[src/design/rotary_embedding_pair_rotate_macros.svh]
// Assertion macros for the rotary embedding RTL.
`ifndef ROTARY_EMBEDDING_PAIR_ROTATE_MACROS_SVH
`define ROTARY_EMBEDDING_PAIR_ROTATE_MACROS_SVH

// Same-cycle implication, disabled while in reset.
`define ROPE_ASSERT_NOW(label, ante, cons, msg) \
    label: assert property (@(posedge clk) disable iff (!rst_n) (ante) |-> (cons)) \
        else $error(msg);

// Next-cycle implication, disabled while in reset.
`define ROPE_ASSERT_NEXT(label, ante, cons, msg) \
    label: assert property (@(posedge clk) disable iff (!rst_n) (ante) |=> (cons)) \
        else $error(msg);

`endif

[src/design/rope_pkg.sv]
// Shared types and constants for the rotary embedding pair rotator.
package rope_pkg;

    localparam int DATA_W        = 16;
    localparam int IDX_W         = 7;
    localparam int HALF_W        = 7;
    localparam int POS_W         = 8;
    localparam int PROD_W        = 2 * DATA_W;
    localparam int ENTRY_W       = 3 * DATA_W;
    localparam int PADDR_W       = 3;
    localparam int PDATA_W       = 32;
    localparam int MAX_PAIRS_DEF = 64;
    localparam logic [HALF_W-1:0] HALF_RESET = 7'd64;

    // Register index, taken from paddr[2]
    typedef enum logic
    {
        REG_MODE = 1'b0,
        REG_HALF = 1'b1
    } reg_idx_t;

    typedef enum logic [1:0]
    {
        OUT_EMPTY,
        OUT_FIRST,
        OUT_SECOND
    } out_state_t;

    // Per-element sequencing info from the position tracker
    typedef struct packed
    {
        logic             is_first;
        logic             last;
        logic [IDX_W-1:0] first_idx;
        logic [IDX_W-1:0] second_idx;
    } seq_info_t;

endpackage

[src/design/rope_mem.sv]
// Pair buffer: one write port, one registered read port.
module rope_mem
    import rope_pkg::*;
#(
    parameter int DEPTH  = MAX_PAIRS_DEF,
    parameter int ADDR_W = 6
)
(
    input  logic               clk,
    input  logic               wr_en,
    input  logic [ADDR_W-1:0]  wr_addr,
    input  logic [ENTRY_W-1:0] wr_data,
    input  logic               rd_en,
    input  logic [ADDR_W-1:0]  rd_addr,
    output logic [ENTRY_W-1:0] rd_data
);

    logic [ENTRY_W-1:0] mem [DEPTH];
    logic [ENTRY_W-1:0] rd_data_reg;

    always_ff @(posedge clk)
    begin
        if (wr_en)
        begin
            mem[wr_addr] <= wr_data;
        end
    end

    always_ff @(posedge clk)
    begin
        if (rd_en)
        begin
            rd_data_reg <= mem[rd_addr];
        end
    end

    assign rd_data = rd_data_reg;

endmodule

[config.mk]
export PLATFORM = sky130hd
export DESIGN_NAME = rope_mem
export DESIGN_NICKNAME = d
export VERILOG_FILES = /design/src/design/rotary_embedding_pair_rotate_macros.svh /design/src/design/rope_pkg.sv /design/src/design/rope_mem.sv
export SDC_FILE = /design/constraint.sdc
export NUM_CORES = 2
export LEC_CHECK = 0
export BUFFER_PORTS_ARGS = -buffer_cell sky130_fd_sc_hd__buf_2
export CAP_MARGIN = 20
export CORE_MARGIN = 2
export CORE_UTILIZATION = 50
export CTS_BUF_LIST = sky130_fd_sc_hd__clkbuf_4 sky130_fd_sc_hd__clkbuf_8 sky130_fd_sc_hd__clkbuf_16
export CTS_CLUSTER_DIAMETER = 200
export CTS_CLUSTER_SIZE = 30
export DETAILED_ROUTE_END_ITERATION = 6
export GPL_ROUTABILITY_DRIVEN = 0
export PLACE_DENSITY = 0.63
export SLEW_MARGIN = 20
export SYNTH_ARGS = -nofsm -noshare
export SYNTH_HDL_FRONTEND = slang
export SYNTH_SLANG_ARGS = --single-unit
[constraint.sdc]
create_clock -name clk -period 7.2 [get_ports clk]
set_clock_uncertainty 0.1 [all_clocks]
set_input_delay 0 -clock clk [delete_from_list [all_inputs] [get_ports clk]]
set_output_delay 0 -clock clk [all_outputs]
set_load 0.01 [all_outputs]
==> impl_metrics.yaml <==
critical_path:
  cp_slowest_cell: "buf_4"
  crit_fanout: 35
  cp.required_ps: 7530
  critPathMaxStageDelay_ps: 930
  crit_arrival_ps: 3550
  r2r_slack_ps: 4970
  start_kind: "primary input"
  worstSetupPathType: "in -> reg"
  end_kind: "flip-flop"
  crit_chain: "dlygate4sd3_1, buf_2, nor2b_1, nand3_1, nor2_4, buf_4"
synth:
  netlist-cell-type-count: 35
  synth_mux_area_share_pct: 15.09
  synth.largest_area_cell: "edfxtp_1"
  synth_top_family_by_area: "multiplexers"
  synth-seq-cells: 3120
  synth_compound_area_share_pct: 3.012
  synth_fa_ha_area_share_pct: 0
  synth-simple-area-share_pct: 0.9533
  synth_top_area_share_pct: 79.67
  syn-num-nets: 5033
  yosys_warnings: 0
  ys_seq_area_share_pct: 79.67
  synth-xor-area-share_pct: 0
  syn_inst: 4970
  ys_top_cells_by_area: "edfxtp_1, mux4_2, o22ai_1"
  synth_area_mm2: 0.1176
  syn_avg_cell_area_um2: 23.66
detailed_routing:
  top_layer: "met5"
  vias_per_cell: 6.710
  wl_met1_um: 123400
  routed-wl-met3_um: 28820
  drc: 0
  vias: 55663
  routed_wl_um: 314400
  drt_pass1_iterations: 6
  drt-initial-drc-count: 7939
  wl_per_cell_um: 37.89
  wl_met2_um: 152700
  postRouteAntennaNets: 0
clocking:
  cts_resized: 0
  clk_pin_slew_worst_paths_ps: 110
  postCtsSetupBuffers: 0
  cts_sinks: 3120
  cts-root-buf: "clkbuf_16"
  htree_levels: 3
  cts_made_buffers: 113
  clk_latency_ps: 850
  cts_tree: "yes"
  clockBufferDepth: 3
timing:
  slew_headroom_pct: 19.34
  rsz0062_at_grt: "false"
  finalSetupViolations: 0
  fin_ws_ps: 3974
  period_share_pct: 44.81
  tns_ps: 0
  worst_pin_slew_ps: 1210
  slew_viol_final: 0
  fmax_mhz: 309.9
  timing.final.crit_period_ps: 3226
  hold_violations: 0
grt:
  grt_usage_pct: 26.39
  grt_antenna_before_repair: 30
  grt_max_degree: 128
  grt_overflow: 0
  grt_pass1_vias: 54960
  grt_first_pass_wirelength_um: 437200
floorplanning:
  die_w_um: 489.0
  num_rows: 178
  ioPinCount: 111
  fp.coreArea_mm2: 0.2345
  dieArea_mm2: 0.2391
  die_h_um: 489.0
  start_util_pct: 50.14
pwr:
  p_leak_uw: 0.03781
  p_per_area_mw_per_mm2: 237.5
  peakVddDrop_v: 0.0002545
finish:
  syn_to_final_growth_pct: 7.354
  final_common_cell: "edfxtp_1"
  fill_cells: 17535
  largest_reg_flops: 3072
  register_area_mm2: 0.09369
  layout_common_cells: "edfxtp_1, mux4_2, buf_4"
  fin_nets: 5195
  multi_input_area_mm2: 0.02296
  drive_gt1_share_pct: 24.33
place:
  port_buffers: 110
  dpl.hpwl_um: 172300
  post-place-ws_ps: 3536
run_status:
  outcome: "complete, no violations"
flow_run:
  max_cap_violations: 0
hold_path:
  hold_path.class: "in -> reg"
==> critical path: cells and delay by family <==
family	cells	cell delay, ps
buffers and inverters	3	1800
AND/OR/NAND/NOR	3	1670
==> routing by layer <==
layer | GRT usage [%] | vias up
li1 | - | 21598
met1 | 37.78 | 30856
met2 | 42.50 | 2767
met3 | 4.544 | 426
met4 | 7.053 | 16
met5 | 0 | -
==> synth_stat cells <==
| library cell | number |
|---|---|
| a211oi_1 | 32 |
| a21oi_1 | 74 |
| a221oi_1 | 83 |
| a22o_1 | 57 |
| a22oi_1 | 72 |
| a311o_1 | 1 |
| a311oi_1 | 11 |
| a31o_2 | 5 |
| a31oi_1 | 1 |
| and2_1 | 3 |
| and3_1 | 1 |
| buf_1 | 12 |
| buf_2 | 98 |
| buf_4 | 62 |
| buf_6 | 11 |
| clkbuf_1 | 98 |
| clkbuf_2 | 1 |
| edfxtp_1 | 3120 |
| mux2_2 | 12 |
| mux2i_1 | 63 |
| mux4_2 | 754 |
| nand2_1 | 55 |
| nand2b_1 | 10 |
| nand3_1 | 7 |
| nand3b_1 | 5 |
| nand4_1 | 2 |
| nand4b_1 | 1 |
| nor2_1 | 132 |
| nor2b_1 | 24 |
| nor3_1 | 3 |
| o221ai_1 | 28 |
| o22ai_1 | 122 |
| or2_2 | 3 |
| or3_1 | 3 |
| or3b_2 | 4 |
==> through the flow <==
stage | total power (µW) | hold slack (ps) | std cells | util, % | area, µm²
6_report | 29990 | 30.71 | 8296 | 53.83 | 126200
5_1_grt | 30750 | 15.45 | 8291 | 53.83 | 126200
4_1_cts | 30120 | 7.686 | 8283 | 53.77 | 126100
3_5_place_dp | 22330 | 335.0 | 8108 | 52.27 | 122600
3_3_place_gp | 22290 | 340.2 | 8104 | 52.23 | 122500
2_1_floorplan | 21540 | -1.131 | 4970 | - | 117600
==> power by group <==
group | switching (µW) | internal [µW] | total [µW]
combinational | 1110 | 634 | 1740
sequential | 62.0 | 20100 | 20200
clock | 5170 | 2890 | 8060
total | 6340 | 23700 | 30000
==> worst paths after layout <==
path,startpoint,to,cells after the start
worst min-delay path,wr_data[34],mem[10][34],2
worst min register to register,mem[58][4],rd_data[4],4
worst max-delay path,wr_addr[2],mem[61][47],6
worst max register to register,mem[39][6],rd_data[6],5
==> repair_timing <==
| item | CTS | global route |
|---|---|---|
| hold buffers | 55 | 1 |
| hold endpoints to repair | 3285 | 12 |
| setup endpoints to repair | 0 | 0 |
==> logic make-up (layout without fill, tap and decap cells) <==
kind of cell           after synthesis  count (layout)
muxes                              829             829
other                                0               9
DFF                               3120            3120
buffers and inverters              282             449
AOI/OAI and AO/OA                  486             486
and+or+nand+nor                    253             253
==> final cells by class <==
type	count	area share, %
flip-flops and latches	3120	74.21
multi-input cells	1568	18.18
well taps	3150	3.122
diodes	9	0.01784
clock inverters	5	0.05748
clock buffers	115	2.279
repair buffers	329	2.128
Note: power is estimated with default switching activity, not from simulation.
