`src/design/rotary_embedding_pair_rotate_macros.svh`:
```
// Assertion macros for the rotary embedding RTL.
`ifndef ROTARY_EMBEDDING_PAIR_ROTATE_MACROS_SVH
`define ROTARY_EMBEDDING_PAIR_ROTATE_MACROS_SVH

// Same-cycle implication, disabled while in reset.
`define ROPE_ASSERT_NOW(label, ante, cons, msg) \
    label: assert property (@(posedge clk) disable iff (!rst_n) (ante) |-> (cons)) \
        else $error(msg);

// Next-cycle implication, disabled while in reset.
`define ROPE_ASSERT_NEXT(label, ante, cons, msg) \
    label: assert property (@(posedge clk) disable iff (!rst_n) (ante) |=> (cons)) \
        else $error(msg);

`endif

```
`src/design/rope_pkg.sv`:
```
// Shared types and constants for the rotary embedding pair rotator.
package rope_pkg;

    localparam int DATA_W        = 16;
    localparam int IDX_W         = 7;
    localparam int HALF_W        = 7;
    localparam int POS_W         = 8;
    localparam int PROD_W        = 2 * DATA_W;
    localparam int ENTRY_W       = 3 * DATA_W;
    localparam int PADDR_W       = 3;
    localparam int PDATA_W       = 32;
    localparam int MAX_PAIRS_DEF = 64;
    localparam logic [HALF_W-1:0] HALF_RESET = 7'd64;

    // Register index, taken from paddr[2]
    typedef enum logic
    {
        REG_MODE = 1'b0,
        REG_HALF = 1'b1
    } reg_idx_t;

    typedef enum logic [1:0]
    {
        OUT_EMPTY,
        OUT_FIRST,
        OUT_SECOND
    } out_state_t;

    // Per-element sequencing info from the position tracker
    typedef struct packed
    {
        logic             is_first;
        logic             last;
        logic [IDX_W-1:0] first_idx;
        logic [IDX_W-1:0] second_idx;
    } seq_info_t;

endpackage

```
`src/design/rope_seq.sv`:
```
// Position tracker: pairing, buffer slot and result indices per element.
module rope_seq
    import rope_pkg::*;
#(
    parameter int MAX_PAIRS = MAX_PAIRS_DEF,
    parameter int SLOT_W    = 6
)
(
    input  logic              clk,
    input  logic              rst_n,
    input  logic              interleaved_mode,
    input  logic [HALF_W-1:0] half_length,
    input  logic              fire,
    output seq_info_t         info,
    output logic [SLOT_W-1:0] slot
);

    localparam logic [HALF_W-1:0] H_CAP = HALF_W'((MAX_PAIRS < 127) ? MAX_PAIRS : 127);

    logic [POS_W-1:0]  pos_reg;
    logic [POS_W-1:0]  pos_next;
    logic [HALF_W-1:0] h_eff;
    logic [POS_W-1:0]  h_ext;
    logic [POS_W-1:0]  total;
    logic [POS_W-1:0]  pos;
    logic [POS_W-1:0]  pos_inc;
    logic [POS_W-1:0]  slot_full;
    logic [POS_W-1:0]  first_full;
    logic [POS_W-1:0]  second_full;
    logic              is_first;

    always_comb
    begin
        if (half_length == '0)
        begin
            h_eff = HALF_W'(1);
        end
        else if (half_length > H_CAP)
        begin
            h_eff = H_CAP;
        end
        else
        begin
            h_eff = half_length;
        end
        h_ext   = {1'b0, h_eff};
        total   = {h_eff, 1'b0};
        // A vector shrunk under the current position restarts at zero
        pos     = (pos_reg >= total) ? '0 : pos_reg;
        pos_inc = pos + POS_W'(1);

        if (interleaved_mode)
        begin
            is_first    = ~pos[0];
            slot_full   = pos >> 1;
            first_full  = {pos[POS_W-1:1], 1'b0};
            second_full = {pos[POS_W-1:1], 1'b1};
        end
        else
        begin
            is_first    = (pos < h_ext);
            slot_full   = is_first ? pos : (pos - h_ext);
            first_full  = slot_full;
            second_full = slot_full + h_ext;
        end

        pos_next = (pos_inc >= total) ? '0 : pos_inc;
    end

    always_ff @(posedge clk or negedge rst_n)
    begin
        if (!rst_n)
        begin
            pos_reg <= '0;
        end
        else if (fire)
        begin
            pos_reg <= pos_next;
        end
    end

    assign slot            = SLOT_W'(slot_full);
    assign info.is_first   = is_first;
    assign info.last       = (pos_inc == total);
    assign info.first_idx  = first_full[IDX_W-1:0];
    assign info.second_idx = second_full[IDX_W-1:0];

endmodule

```
`config.mk`:
```
export PLATFORM = sky130hd
export DESIGN_NAME = rope_seq
export DESIGN_NICKNAME = d
export VERILOG_FILES = /design/src/design/rotary_embedding_pair_rotate_macros.svh /design/src/design/rope_pkg.sv /design/src/design/rope_seq.sv
export SDC_FILE = /design/constraint.sdc
export NUM_CORES = 1
export LEC_CHECK = 0
export BUFFER_PORTS_ARGS = -buffer_cell sky130_fd_sc_hd__buf_2
export CAP_MARGIN = 30
export CORE_MARGIN = 3
export CORE_UTILIZATION = 40
export DETAILED_ROUTE_END_ITERATION = 8
export GPL_ROUTABILITY_DRIVEN = 0
export HOLD_SLACK_MARGIN = 0.05
export SLEW_MARGIN = 20
export SYNTH_ARGS = -nofsm -noshare
export SYNTH_HDL_FRONTEND = slang
export SYNTH_SLANG_ARGS = --single-unit
```
`constraint.sdc`:
```
create_clock -name clk -period 9.2 [get_ports clk]
set_input_delay 1.38 -clock clk [delete_from_list [all_inputs] [get_ports clk]]
set_output_delay 1.38 -clock clk [all_outputs]
set_load 0.01 [all_outputs]
```
==> out/results.txt <==
RSZ-0062 raised after global routing - false
Min-delay src - pos_reg[0]$_DFFE_PN0P_
Die Ht - 74.4 um
Initial Util - 0.421
Final setup fails - 0
Fillers - 462
Hold Crit Class - register to register
Worst reg2reg path endpoint - pos_reg[5]$_DFFE_PN0P_
DR iter-0 viols - 147
Critical path type - input port to output pin
Placed Instance Area - 2070 sq um
Synth Instances - 253
Worst path arrival time - 7.01 ns
CTS tree - yes
Yosys reg bits - 8
Count of buffers from port buffering - 32
I/O Pins - 33
HPWL Detailed - 4400 um
GRT Overall Usage - 0.199
Clock network power share - 0.087
Met2 usage - 0.315
Largest net degree at the start of global routing - 24
Clk_lat worst skew - 0.23 ns
Largest register FFs - 8
Max-slew headroom - 0.523
Clk_skew - 0.00767 ns
Worst vdd ir - 70.2 uV
Ys flop type - dfrtp_1
Required time of the critical path - 7.82 ns
Total number of vias - 1937
Gr ovfl total - 0
DRT antenna net count - 0
Layout cells sized above 1 - 0.164
Die W - 74.4 um
Die Area - 5540 sq um
Fmax - 0.119 GHz
Post-CTS Hold Buffers - 0
Root Buffer - clkbuf_8
Power Density - 228 nW/um^2
Hold Path Sink - pos_reg[0]$_DFFE_PN0P_
R2R depth - 17
Power Total - 0.483 mW
Int Power - 0.230 mW
Nets@finish - 325
R2r setup slk - 4.39 ns
H-Tree Level Count - 1
Outcome - finished clean
Worst setup EP type - output pin
Logic gate share of total power - 0.787
P_leak - 1.13 nW
Fraction of registers with async set/reset - 1.00
YS warnings - 0
Routed WL - 5360 um
Final-report hold violation count - 0
Post-synth EDFFs - 0
Clock Sinks - 8
Measured slew at the worst slew-check pin - 0.698 ns
Slew Limit Fails - 0
Reg power frac - 0.126
Top delay family on crit path - compound AO/OA/AOI/OAI gates
Area of the mapped netlist - 1870 sq um
Minimum clock period - 8.39 ns
Maximum Capacitance Violations - 0
# DRC - 0
Setup TNS - 0 ns
Startpoint Class - input port
TritonCTS buffer count - 3
Routing usage on met3 - 0.0230
Layout area overhead - 12.8%
Drt via density - 5.82
Crit-path slowest cell - o211ai_1
CTS Buffer Depth - 2
Tcrit/Tclk final - 0.912
Post-CTS setup buffer count - 0
Initial antenna violation count - 0
Inserted Diodes - 0
Clock-pin slew on the worst setup and hold paths - 0.04 ns
RR Startpoint - pos_reg[5]$_DFFE_PN0P_
Buf/Inv on CP - 6
Worst hold stages - 2
Avg Inst Size Synth - 7.40 sq um
Design Area, Final - 2110 sq um
Vias in the first global route - 1708
Crit Path Max Fanout - 11
Post-synthesis sequential area ratio - 0.107
Switch Pwr - 0.253 mW
Global-route wire length before repair - 8470 um
FP Rows - 24
Mapped Nets - 295
Distinct cells, synth - 48
First-pass DRT Iterations - 4
Layer with the highest usage - met2
GRT met1 Usage - 0.284
PostCTS Resize Cnt - 0
WL/cell - 16.1 um
Max incr delay on CP - 0.43 ns
Core Box Area - 4440 sq um
Sw Ratio - 0.523
==> cells in the mapped netlist, types with 2 or more instances <==
master | count | area [sq um]
ha_1 | 29 | 363
nor2_1 | 15 | 56.3
clkbuf_1 | 7 | 26.3
a31oi_1 | 6 | 37.5
fa_1 | 2 | 40.0
and3_1 | 3 | 18.8
or2_2 | 2 | 12.5
a21boi_0 | 3 | 22.5
and2_1 | 2 | 12.5
mux2i_1 | 7 | 70.1
inv_1 | 31 | 116
nand2b_1 | 3 | 18.8
xor2_1 | 6 | 52.6
a21oi_1 | 15 | 75.1
xnor2_1 | 9 | 78.8
dfrtp_1 | 8 | 200
o21bai_1 | 3 | 22.5
o211ai_1 | 2 | 15.0
nand3_1 | 14 | 70.1
a2111oi_0 | 2 | 17.5
o21a_1 | 5 | 37.5
nor2b_1 | 3 | 18.8
o21ai_0 | 14 | 70.1
o22ai_1 | 4 | 25.0
nor3_1 | 8 | 40.0
nand2_1 | 19 | 71.3
o32ai_1 | 5 | 43.8
a21o_1 | 6 | 45.0
==> through the flow <==
step	instances	hold WS (ns)	setup WS, ns	utilization
after floorplan	253	0.557	1.54	-
after global placement	330	0.661	0.803	0.466
after detailed placement	330	0.651	0.832	0.466
after CTS	333	0.659	0.819	0.475
after global routing	333	0.696	0.270	0.475
final	333	0.670	0.807	0.475
==> worst register-to-register path: cells and delay by family, from the launching register on <==
kind                     cells  cell delay (ns)
buffers and inverters        2             0.24
adder cells (fa/ha/maj)      3             0.91
flip-flops                   1             0.46
XOR/XNOR                     1             0.26
AND/OR/NAND/NOR              6             1.70
AO/OA/AOI/OAI                5             1.14
==> cells in the final DEF, fill, tap and decap left out, types with 2 or more instances in the layout <==
cell type	instances
buf_2	32
a21oi_1	15
a21boi_0	3
fa_1	2
o21bai_1	3
o21ai_0	14
o22ai_1	4
o21a_1	5
and2_1	2
nor2_1	15
nor2b_1	3
a31oi_1	6
nor3_1	8
xor2_1	6
nand2_1	19
nand2b_1	3
mux2i_1	7
a21o_1	6
nand3_1	14
a2111oi_0	2
or2_2	2
xnor2_1	9
o32ai_1	5
ha_1	29
and3_1	3
clkbuf_8	3
o211ai_1	2
inv_1	31
dfrtp_1	8
==> cell type report <==
class | count | area [sq um] | area share
Multi-Input combinational cell | 205 | 1520 | 0.719
Sequential cell | 8 | 200 | 0.0948
Inverter | 32 | 120 | 0.0569
Timing Repair Buffer | 33 | 168 | 0.0794
Clock buffer | 3 | 41.3 | 0.0195
Tap cell | 52 | 65.1 | 0.0308
==> kinds of logic (layout without fill, tap and decap cells) <==
logic type | Yosys count | count (layout) | share of synthesized area
AND/OR/NAND/NOR | 78 | 78 | 0.213
AO/OA/AOI/OAI | 73 | 73 | 0.269
flip-flops | 8 | 8 | 0.107
adder cells (fa/ha/maj) | 31 | 31 | 0.215
XOR/XNOR | 15 | 15 | 0.0702
buffers and inverters | 40 | 68 | 0.0822
multiplexers | 8 | 8 | 0.0435
==> worst max path at each step <==
stage	start	depth (start not counted)	slack, ns	to
after CTS	half_length[1]	29	0.82	info[6]
after detailed placement	half_length[1]	29	0.83	info[6]
after floorplan	half_length[1]	27	1.54	info[6]
final	half_length[1]	29	0.81	info[6]
after global placement	half_length[1]	29	0.80	info[6]
after global routing	half_length[1]	29	0.27	info[6]
==> power groups by stage <==
stage,sequential (mW),combinational [mW],clock (mW)
after detailed placement,0.0609,0.378,0
after CTS,0.0604,0.380,0.0426
after global placement,0.0610,0.378,0
final,0.0606,0.380,0.0422
after floorplan,0.0510,0.285,0
after global routing,0.0623,0.428,0.0441
==> layer usage <==
metal	up-vias	wire length, um
met3	16	276
met5	-	0
met4	0	138
met1	889	2500
met2	65	2450
li1	967	-
Note: power is estimated with default switching activity, not from simulation.
