<file path="src/design/rotary_embedding_pair_rotate_macros.svh">
// Assertion macros for the rotary embedding RTL.
`ifndef ROTARY_EMBEDDING_PAIR_ROTATE_MACROS_SVH
`define ROTARY_EMBEDDING_PAIR_ROTATE_MACROS_SVH

// Same-cycle implication, disabled while in reset.
`define ROPE_ASSERT_NOW(label, ante, cons, msg) \
    label: assert property (@(posedge clk) disable iff (!rst_n) (ante) |-> (cons)) \
        else $error(msg);

// Next-cycle implication, disabled while in reset.
`define ROPE_ASSERT_NEXT(label, ante, cons, msg) \
    label: assert property (@(posedge clk) disable iff (!rst_n) (ante) |=> (cons)) \
        else $error(msg);

`endif

</file>
<file path="src/design/rope_pkg.sv">
// Shared types and constants for the rotary embedding pair rotator.
package rope_pkg;

    localparam int DATA_W        = 16;
    localparam int IDX_W         = 7;
    localparam int HALF_W        = 7;
    localparam int POS_W         = 8;
    localparam int PROD_W        = 2 * DATA_W;
    localparam int ENTRY_W       = 3 * DATA_W;
    localparam int PADDR_W       = 3;
    localparam int PDATA_W       = 32;
    localparam int MAX_PAIRS_DEF = 64;
    localparam logic [HALF_W-1:0] HALF_RESET = 7'd64;

    // Register index, taken from paddr[2]
    typedef enum logic
    {
        REG_MODE = 1'b0,
        REG_HALF = 1'b1
    } reg_idx_t;

    typedef enum logic [1:0]
    {
        OUT_EMPTY,
        OUT_FIRST,
        OUT_SECOND
    } out_state_t;

    // Per-element sequencing info from the position tracker
    typedef struct packed
    {
        logic             is_first;
        logic             last;
        logic [IDX_W-1:0] first_idx;
        logic [IDX_W-1:0] second_idx;
    } seq_info_t;

endpackage

</file>
<file path="src/design/rope_dp.sv">
// Rotation datapath: align, multiply, round and saturate, two-result output stage.
module rope_dp
    import rope_pkg::*;
(
    input  logic                      clk,
    input  logic                      rst_n,
    input  logic                      a_load,
    input  seq_info_t                 a_info,
    input  logic signed [DATA_W-1:0]  b_in,
    input  logic [ENTRY_W-1:0]        entry,
    output logic                      a_en,
    output logic                      result_valid,
    input  logic                      result_ready,
    output logic signed [DATA_W-1:0]  rotated_value,
    output logic [IDX_W-1:0]          elem_index,
    output logic                      vector_done
);

    `include "rotary_embedding_pair_rotate_macros.svh"

    localparam int SUM_W = PROD_W + 1;
    localparam int RND_W = SUM_W + 1;
    localparam int SH_W  = RND_W - 14;

    // Stage A: second element, aligned with the buffer read
    logic                     a_valid_reg;
    logic signed [DATA_W-1:0] b_reg;
    seq_info_t                a_info_reg;

    // Stage B: products
    logic                     b_valid_reg;
    logic signed [PROD_W-1:0] p_ac_reg;
    logic signed [PROD_W-1:0] p_bs_reg;
    logic signed [PROD_W-1:0] p_as_reg;
    logic signed [PROD_W-1:0] p_bc_reg;
    seq_info_t                b_info_reg;

    // Output pair
    out_state_t               state_reg;
    out_state_t               state_next;
    logic signed [DATA_W-1:0] rot1_reg;
    logic signed [DATA_W-1:0] rot2_reg;
    seq_info_t                o_info_reg;

    logic                     o_load;
    logic                     b_en;
    logic signed [DATA_W-1:0] ea;
    logic signed [DATA_W-1:0] es;
    logic signed [DATA_W-1:0] ec;
    logic signed [SUM_W-1:0]  sum1;
    logic signed [SUM_W-1:0]  sum2;
    logic signed [DATA_W-1:0] rot1;
    logic signed [DATA_W-1:0] rot2;

    function automatic logic signed [DATA_W-1:0] round_sat(input logic signed [SUM_W-1:0] s);
        logic signed [RND_W-1:0] r;
        logic signed [SH_W-1:0]  q;
        begin
            r = RND_W'(s) + RND_W'(8192);
            q = SH_W'(r >>> 14);
            if (q > SH_W'(32767))
            begin
                round_sat = 16'sh7fff;
            end
            else if (q < -SH_W'(32768))
            begin
                round_sat = 16'sh8000;
            end
            else
            begin
                round_sat = q[DATA_W-1:0];
            end
        end
    endfunction

    assign o_load = (state_reg == OUT_EMPTY) || ((state_reg == OUT_SECOND) && result_ready);
    assign b_en   = !b_valid_reg || o_load;
    assign a_en   = !a_valid_reg || b_en;

    assign ea = entry[3*DATA_W-1:2*DATA_W];
    assign es = entry[2*DATA_W-1:DATA_W];
    assign ec = entry[DATA_W-1:0];

    always_ff @(posedge clk or negedge rst_n)
    begin
        if (!rst_n)
        begin
            a_valid_reg <= 1'b0;
            b_valid_reg <= 1'b0;
        end
        else
        begin
            if (a_en)
            begin
                a_valid_reg <= a_load;
            end
            if (b_en)
            begin
                b_valid_reg <= a_valid_reg;
            end
        end
    end

    always_ff @(posedge clk)
    begin
        if (a_en && a_load)
        begin
            b_reg      <= b_in;
            a_info_reg <= a_info;
        end
        if (b_en)
        begin
            p_ac_reg   <= ea * ec;
            p_bs_reg   <= b_reg * es;
            p_as_reg   <= ea * es;
            p_bc_reg   <= b_reg * ec;
            b_info_reg <= a_info_reg;
        end
        if (o_load && b_valid_reg)
        begin
            rot1_reg   <= rot1;
            rot2_reg   <= rot2;
            o_info_reg <= b_info_reg;
        end
    end

    assign sum1 = SUM_W'(p_ac_reg) - SUM_W'(p_bs_reg);
    assign sum2 = SUM_W'(p_as_reg) + SUM_W'(p_bc_reg);
    assign rot1 = round_sat(sum1);
    assign rot2 = round_sat(sum2);

    always_ff @(posedge clk or negedge rst_n)
    begin
        if (!rst_n)
        begin
            state_reg <= OUT_EMPTY;
        end
        else
        begin
            state_reg <= state_next;
        end
    end

    always_comb
    begin
        state_next    = state_reg;
        result_valid  = 1'b0;
        rotated_value = rot1_reg;
        elem_index    = o_info_reg.first_idx;
        vector_done   = 1'b0;
        case (state_reg)
            OUT_EMPTY:
            begin
                if (b_valid_reg)
                begin
                    state_next = OUT_FIRST;
                end
            end
            OUT_FIRST:
            begin
                result_valid = 1'b1;
                if (result_ready)
                begin
                    state_next = OUT_SECOND;
                end
            end
            OUT_SECOND:
            begin
                result_valid  = 1'b1;
                rotated_value = rot2_reg;
                elem_index    = o_info_reg.second_idx;
                vector_done   = o_info_reg.last;
                if (result_ready)
                begin
                    state_next = b_valid_reg ? OUT_FIRST : OUT_EMPTY;
                end
            end
            default:
            begin
                state_next = OUT_EMPTY;
            end
        endcase
    end

    `ROPE_ASSERT_NEXT(a_first_then_second, (state_reg == OUT_FIRST) && result_ready, state_reg == OUT_SECOND, "second result of pair not presented after first transfer")
    `ROPE_ASSERT_NOW(a_done_on_second, result_valid && vector_done, state_reg == OUT_SECOND, "vector_done on first result of a pair")
    `ROPE_ASSERT_NEXT(a_stage_b_holds, b_valid_reg && !o_load, b_valid_reg && $stable(p_ac_reg) && $stable(p_bc_reg), "stalled product stage lost its contents")

endmodule

</file>
<file path="config.mk">
export PLATFORM = sky130hd
export DESIGN_NAME = rope_dp
export DESIGN_NICKNAME = d
export VERILOG_FILES = /design/src/design/rope_pkg.sv /design/src/design/rope_dp.sv
export VERILOG_INCLUDE_DIRS = /design/src /design/src/design
export SDC_FILE = /design/constraint.sdc
export NUM_CORES = 2
export LEC_CHECK = 0
export BUFFER_PORTS_ARGS = -buffer_cell sky130_fd_sc_hd__buf_2
export CAP_MARGIN = 20
export CORE_AREA = 2 2 231 404
export DETAILED_ROUTE_END_ITERATION = 12
export DIE_AREA = 0 0 233 406
export PLACE_DENSITY = 0.71
export SLEW_MARGIN = 0
export SYNTH_ARGS = -nofsm -noshare
export SYNTH_HDL_FRONTEND = slang
export SYNTH_SLANG_ARGS = --single-unit
</file>
<file path="constraint.sdc">
create_clock -name clk -period 16.05 [get_ports clk]
set_input_delay 3.21 -clock clk [delete_from_list [all_inputs] [get_ports clk]]
set_output_delay 3.21 -clock clk [all_outputs]
set_load 0.05 [all_outputs]
</file>
==> flow_summary.json <==
{
  "place_congestion": 0.8760,
  "htree_levels": 1,
  "ys.flop_type": "edfxtp_1",
  "grt-ovfl-total": 0,
  "cts_buffers": 30,
  "hp-start": "a_info_reg[11]",
  "grt_util_all_layers_pct": 27.72,
  "area.growth.synth_to_final_pct": 5.205,
  "synthCells": 5057,
  "vias": 34090,
  "r2r_end": "p_bc_reg[30]",
  "whs_endpoint": "b_info_reg[11]",
  "clockBufferDepth": 3,
  "grt_pass1_wl_mm": 199.6,
  "avgSynthCellArea_um2": 9.869,
  "fmax_mhz": 102.5,
  "wl_per_cell_um": 19.46,
  "first_pass_iters": 7,
  "drive_gt1_share_pct": 4.830,
  "drc": 0,
  "cts.reportedPaths.clkPinSlew_ns": 0.06,
  "status": "finished, final reports clean",
  "wirelength_mm": 121.7,
  "reg2reg_from": "b_reg[7]",
  "period_share_pct": 60.78,
  "drtIter0Drc": 1896,
  "grt_max_degree": 54,
  "path_max_fanout": 32,
  "whs_path_depth": 0,
  "final_common_cell": "inv_1",
  "crit_arrival_ns": 10.05,
  "std_cell_rows": 147,
  "async_flop_share_pct": 1.778,
  "postCtsHoldBufs": 0,
  "crit_path_frequent_cell": "fa_1",
  "rr_worst_depth": 24,
  "grt_pass1_vias": 38223,
  "timing.final.hold_violations": 0,
  "criticalPathCategory": "input pin to flip-flop",
  "core_mm2": 0.09141,
  "dpl.hpwl_mm": 95.22,
  "slew_violations": 0,
  "slowest_stage": "xor2_1",
  "die_y_um": 406,
  "cts_resized": 0,
  "fin_area_mm2": 0.05250,
  "muxShareOfSynthArea_pct": 0.5616,
  "finalNetCount": 6618,
  "portBuffers": 108,
  "ioPinCount": 110,
  "antenna_found_initial": 10,
  "tns_ns": 0,
  "ys_seq_area_share_pct": 13.50,
  "viasPerCell": 5.451,
  "period_minus_slack_ns": 9.756,
  "crit_chain": "buf_2, nand2_1, fa_1, fa_1, fa_1, inv_1, fa_1, fa_1, inv_1, fa_1, inv_1, ha_1, nand2_1, o31a_1, o21ai_0, a21oi_1, a21oi_1, a211oi_1, o21bai_1, xor2_1",
  "synth_top_family_by_area": "adder cells",
  "synth-seq-cells": 225,
  "cp_slowest_stage_delay_ns": 0.80,
  "clock-root-buffer": "clkbuf_16",
  "yosys_warnings": 0,
  "dpl-instance-area_mm2": 0.05142,
  "ff2ff_setup_slack_ns": 8.98,
  "ant_nets": 0,
  "synth_nets": 6646,
  "synthXorXnorAreaFrac_pct": 3.106,
  "hp-class": "flip-flop to flip-flop",
  "crit_path_end_kind": "flip-flop",
  "initial_utilization_pct": 54.59,
  "most-common-layout-cells": "1,197 x inv_1, 1,048 x fa_1, 516 x nand2_1",
  "setup_violations": 0,
  "die-area_mm2": 0.09460,
  "maxCapViolCount": 0,
  "synthAdderAreaFrac_pct": 53.50,
  "synth_edf_count": 221,
  "slew_headroom_pct": 15.83,
  "synth_cell_type_count": 76,
  "crit_required_ns": 16.34,
  "tightestPinTransition_ns": 1.253,
  "synth_compound_area_share_pct": 5.684,
  "synthSimpleGateAreaFrac_pct": 13.08,
  "fp.dieW_um": 233,
  "crit_path_start_kind": "input pin",
  "numClockSinks": 225,
  "clock-skew-final_ns": 0.01884,
  "clock_latency_ns": 0.64,
  "rsz0062_at_grt": "false",
  "cts_tree": "built",
  "cts_setup_buffers": 0,
  "synth_area_mm2": 0.04991
}
## how the worst max path moves through the flow
stage	to	depth (start not counted)	slack, ns	startpoint
finish	p_as_reg[30]	20	6.29	entry[17]
floorplan	p_bc_reg[31]	23	7.11	entry[7]
CTS	p_as_reg[28]	20	6.34	entry[17]
detailed placement	p_as_reg[28]	20	5.69	entry[17]
global route	p_as_reg[28]	20	6.03	entry[17]
global placement	p_as_reg[27]	21	5.79	entry[17]
## Yosys cell counts (all sizes together) (37+ instances only)
master,number,share of area [%]
a21oi,132,1.4
a21o,97,1.5
nor2,105,0.79
o21ai,67,0.68
clkbuf,196,1.5
xnor2,140,2.5
ha,457,11
and2,505,6.3
edfxtp,221,13
xor2,37,0.65
fa,1048,42
nand2,517,3.9
inv,1197,9.0
## per-stage QoR
| step | utilization (%) | hold slack (ns) | std cells | worst slack, ns |
|---|---|---|---|---|
| 4_1_cts | 57.39 | 0.4175 | 6243 | 6.341 |
| 5_1_grt | 57.43 | 0.4264 | 6251 | 6.026 |
| 3_5_place_dp | 56.25 | 0.4045 | 6188 | 5.692 |
| 3_3_place_gp | 56.25 | 0.4041 | 6188 | 5.794 |
| 2_1_floorplan | - | 0.4003 | 5057 | 7.111 |
| 6_report | 57.44 | 0.4173 | 6254 | 6.294 |
## metal layers
metal  GRT usage (%)  wire, um  part of all wire, %  vias up
met2           48.54     61020                   50      936
met5               0         0                    0        -
met4           23.89     13300                   11        0
met3           2.592      5058                  4.2      306
li1                -         -                    -    15223
met1           29.92     42310                   35    17625
## worst max-delay path, delay by kind of cell
family	cells	cell delay (ns)
compound gates	6	1.58
xor+xnor	1	0.80
fa+ha+maj	7	3.40
buf+inv	4	0.74
simple gates	2	0.30
## cells by family (layout without fill, tap and decap cells)
logic type | Yosys count | after routing
AND/OR/NAND/NOR | 1294 | 1294
multiplexers | 25 | 25
buffers and inverters | 1399 | 1394
other | 0 | 10
XOR/XNOR | 177 | 177
adder cells (fa/ha/maj) | 1505 | 1505
flip-flops | 225 | 225
AO/OA/AOI/OAI | 432 | 432
## final cells by class
class | count | area (um^2)
fillers | 7902 | 38910
clock buffers | 34 | 765.7
flip-flops and latches | 225 | 6736
multi-input cells | 3433 | 37910
repair buffers | 141 | 800.8
inverters | 1198 | 4497
well taps | 1192 | 1491
diodes | 10 | 25.02
clock inverters | 21 | 275.3
Power is not shown: default switching activity piles up to over one toggle a cycle in this logic, so the estimate is an artifact.
